$ cat config.mk
export PLATFORM = sky130hd
export DESIGN_NAME = aosr_mul
export DESIGN_NICKNAME = d
export VERILOG_FILES = /design/src/hw/rtl/aosr_pkg.sv /design/src/hw/rtl/aosr_mul.sv
export SDC_FILE = /design/constraint.sdc
export NUM_CORES = 1
export LEC_CHECK = 0
export BUFFER_PORTS_ARGS = -buffer_cell sky130_fd_sc_hd__buf_4
export CAP_MARGIN = 20
export CORE_AREA = 2 2 309 189
export DETAILED_ROUTE_END_ITERATION = 8
export DIE_AREA = 0 0 311 191
export SYNTH_ARGS = -nofsm -noshare
export SYNTH_HDL_FRONTEND = slang
export SYNTH_SLANG_ARGS = --single-unit
$ cat constraint.sdc
create_clock -name clock -period 15.65 [get_ports clock]
set_input_delay 3.13 -clock clock [delete_from_list [all_inputs] [get_ports clock]]
set_output_delay 3.13 -clock clock [all_outputs]
set_load 0.005 [all_outputs]
$ cat src/hw/rtl/aosr_pkg.sv
// Shared types, constants and the exponent table of the online softmax attention row unit.
package aosr_pkg;

   localparam int DEF_MAX_ROWS = 64;
   localparam int DEF_HEAD_DIM = 16;
   localparam int LANES        = 16;

   localparam int MUL_A_W = 25;
   localparam int MUL_B_W = 18;
   localparam int MUL_P_W = MUL_A_W + MUL_B_W;

   localparam logic [16:0] ONE_Q16    = 17'h10000;
   localparam logic [17:0] LOG2E_FRAC = 18'd29012;
   localparam logic [17:0] EXP_CUTOFF = 18'd17;

   localparam logic [1:0] CSR_ROWS_IN_USE = 2'd0;
   localparam logic [1:0] CSR_SCORE_SCALE = 2'd1;

   typedef enum logic [1:0] {
      MODE_LOAD_Q  = 2'd0,
      MODE_LOAD_K  = 2'd1,
      MODE_LOAD_V  = 2'd2,
      MODE_COMPUTE = 2'd3
   } mode_type;

   typedef struct packed {
      mode_type           mode;
      logic [5:0]         row;
      logic [3:0]         dim;
      logic signed [15:0] element_value;
   } req_type;

   typedef struct packed {
      logic signed [15:0] out_value;
      logic [5:0]         out_row;
      logic [3:0]         out_dim;
      logic               last;
   } rsp_type;

   function automatic logic [16:0] pow2_lut(input logic [5:0] idx);
      logic [16:0] v;
      case (idx)
         6'd0:  v = 17'd65536;
         6'd1:  v = 17'd64132;
         6'd2:  v = 17'd62757;
         6'd3:  v = 17'd61413;
         6'd4:  v = 17'd60097;
         6'd5:  v = 17'd58809;
         6'd6:  v = 17'd57549;
         6'd7:  v = 17'd56316;
         6'd8:  v = 17'd55109;
         6'd9:  v = 17'd53928;
         6'd10: v = 17'd52773;
         6'd11: v = 17'd51642;
         6'd12: v = 17'd50535;
         6'd13: v = 17'd49452;
         6'd14: v = 17'd48393;
         6'd15: v = 17'd47356;
         6'd16: v = 17'd46341;
         6'd17: v = 17'd45348;
         6'd18: v = 17'd44376;
         6'd19: v = 17'd43425;
         6'd20: v = 17'd42495;
         6'd21: v = 17'd41584;
         6'd22: v = 17'd40693;
         6'd23: v = 17'd39821;
         6'd24: v = 17'd38968;
         6'd25: v = 17'd38133;
         6'd26: v = 17'd37316;
         6'd27: v = 17'd36516;
         6'd28: v = 17'd35734;
         6'd29: v = 17'd34968;
         6'd30: v = 17'd34219;
         6'd31: v = 17'd33486;
         6'd32: v = 17'd32768;
         default: v = 17'd0;
      endcase
      return v;
   endfunction

endpackage

$ cat src/hw/rtl/aosr_mul.sv
// Shared signed multiplier with a registered product.
module aosr_mul (
   input  logic                                 clock,
   input  logic signed [aosr_pkg::MUL_A_W-1:0]  mul_a,
   input  logic signed [aosr_pkg::MUL_B_W-1:0]  mul_b,
   output logic signed [aosr_pkg::MUL_P_W-1:0]  prod_ff
);
   import aosr_pkg::*;

   logic signed [MUL_P_W-1:0] prod_in;

   assign prod_in = MUL_P_W'(mul_a) * MUL_P_W'(mul_b);

   always_ff @(posedge clock) begin
      prod_ff <= prod_in;
   end

endmodule

==> results.ini <==
[run_status]
status = complete, no violations

[final_layout]
syn_to_final_growth_pct = 8.84
fin_util = 0.322
largest_register = prod_ff
final_common_cell = inv_1
reg.largest.list = prod_ff (43)
largest_reg_flops = 43
final_cell_mix = 508 x inv_1, 441 x fa_1, 278 x nand2_1
fill_cells = 5896
drive_gt1_frac = 0.0578
fin_nets = 2441

[min_path]
hold_path_class = primary input to flip-flop
min_from = mul_a[0]
whs_path_depth = 2
holdPathEnd = prod_ff[0]

[critical_path]
cp_max_fo = 25
required_ns = 15.91
cp_num_buf_inv = 5
crit_arrival_ns = 9.79
crit_slowest_cell = fa_1
path_class = primary input to flip-flop
endpoint_kind = flip-flop
path_common_cell = fa_1
critical_path.top_delay_family = adder cells
slowest_delay_ns = 0.56
crit_chain = buf_4, and2_1, fa_1, inv_1, fa_1, inv_1, fa_1, inv_1, fa_1, fa_1, fa_1, inv_1, ha_1, and4_4, a221o_1, a31oi_4, o31ai_4, o311a_4, o311ai_4, or4b_1, o311ai_1
critPathLaunchType = primary input

[sta]
setup_tns_ns = 0
max_freq_ghz = 0.105
finalHoldViolCount = 0
drv_slew = 0
fin_ws_ns = 6.12
rsz0062_at_grt = false
setup_viol = 0
relSlewSlack = 0.513
tightest_slew_ns = 0.730
period_share = 0.609
holdWs_ns = 3.20
layout_min_cycle_time_ns = 9.53

[drt]
dr_total_vias = 11809
ant_nets = 0
drt-total-wl_mm = 46.7
wl_per_cell_um = 17.8
drt_iter0_drc = 853
post_drt_via_cell_ratio = 4.51
drc = 0
dr.pass1.iters = 5

[floorplan]
initial_core_util = 0.296
fp.dieH_um = 191
rows = 68
ioPinCount = 87
core_area_mm2 = 0.0567
fp.dieW_um = 311
die-area_mm2 = 0.0594

[yosys]
synthDistinctLibCells = 54
yosysSeqAreaShare = 0.0514
synthesis.instances = 1830
synthFlopType = dfxtp_1
synth_seq_cells = 43
synth_nets = 2422
yosysWarnings = 0
yosysTopAreaCell = fa_1
async_reset_ff_frac = 0
avgSynthCellArea_um2 = 9.16
synth_top_area_frac = 0.527
synth_area_leaders = fa_1 53%, inv_1 11%, ha_1 8.0%, nand2_1 6.2%, and2_1 6.1%
synth_edf_count = 0
synthesis.area_mm2 = 0.0168

[clock_network]
ctsResizeCount = 0
htreeDepth = 2
cts_buffers = 5
cts_num_sinks = 43
cts_setup_buffers = 0
path_clk_slew_ns = 0.09
clockRootBuffer = clkbuf_16
cts.path.max_buffers = 2
cts_tree = done
hold_buffers = 0

[job]
cap_violations = 0

[global_routing]
grt_pass1_wl_mm = 73.7
grt_max_degree = 26
grt.overflow.total = 0
grt_usage = 0.164
grt_pass1_vias = 12537
antenna_found_initial = 2

[place]
dp_hpwl_mm = 38.9
numPortBuffers = 86
gp_congestion = 0.875
pre_cts_ws_ns = 5.86

==> per-layer routing <==
metal  GRT usage  wire length (um)
met1       0.251             22800
met4      0.0260               350
met5           0                11
met3      0.0438              4680
met2       0.231             18900
==> synthesized netlist by cell type (3+ instances only) <==
cell type / instances
dfxtp_1: 43
xnor2_1: 37
a31oi_1: 4
xor2_1: 7
o21ai_0: 10
nand2b_1: 10
and2_1: 163
o21bai_1: 6
nor2_1: 32
a211oi_1: 3
fa_1: 441
nor2b_1: 3
nand3_1: 8
a21oi_1: 32
inv_1: 508
o21ai_1: 4
ha_1: 107
nand2_1: 278
a21o_1: 15
clkbuf_1: 72
nor3_1: 5
==> kinds of logic after synthesis <==
group / synth area share
AO/OA/AOI/OAI: 0.0440
XOR/XNOR: 0.0230
adder cells (fa/ha/maj): 0.607
buffers and inverters: 0.131
flip-flops: 0.0514
AND/OR/NAND/NOR: 0.145
==> stage by stage <==
stage,area [um2],std cells
floorplan,16800,1830
global placement,18100,2612
detailed placement,18100,2612
CTS,18200,2620
global route,18200,2620
finish,18200,2621
==> how the worst max path moves through the flow <==
stage               slack (ns)          end      start  cells past startpoint
floorplan                 6.32  prod_ff[39]  mul_a[13]                     21
global placement          5.85  prod_ff[39]   mul_b[3]                     20
detailed placement        5.86  prod_ff[39]   mul_b[3]                     20
CTS                       6.22  prod_ff[39]   mul_b[3]                     20
global route              5.88  prod_ff[40]   mul_b[3]                     22
finish                    6.12  prod_ff[39]   mul_b[6]                     21
==> final cells by class <==
| class | instances | area (um2) | share of cell area |
|---|---|---|---|
| Multi-Input combinational cell | 1205 | 13700 | 0.752 |
| Antenna cell | 1 | 2.50 | 0.000137 |
| Inverter | 508 | 1910 | 0.105 |
| Sequential cell | 43 | 861 | 0.0472 |
| Tap cell | 770 | 963 | 0.0528 |
| Timing Repair Buffer | 86 | 646 | 0.0354 |
| Clock buffer | 5 | 125 | 0.00686 |
| Clock inverter | 3 | 26.3 | 0.00144 |
Power is left out: the tool's default activity adds up to more than one toggle a clock period on the data nets, which glitch-free logic cannot reach.
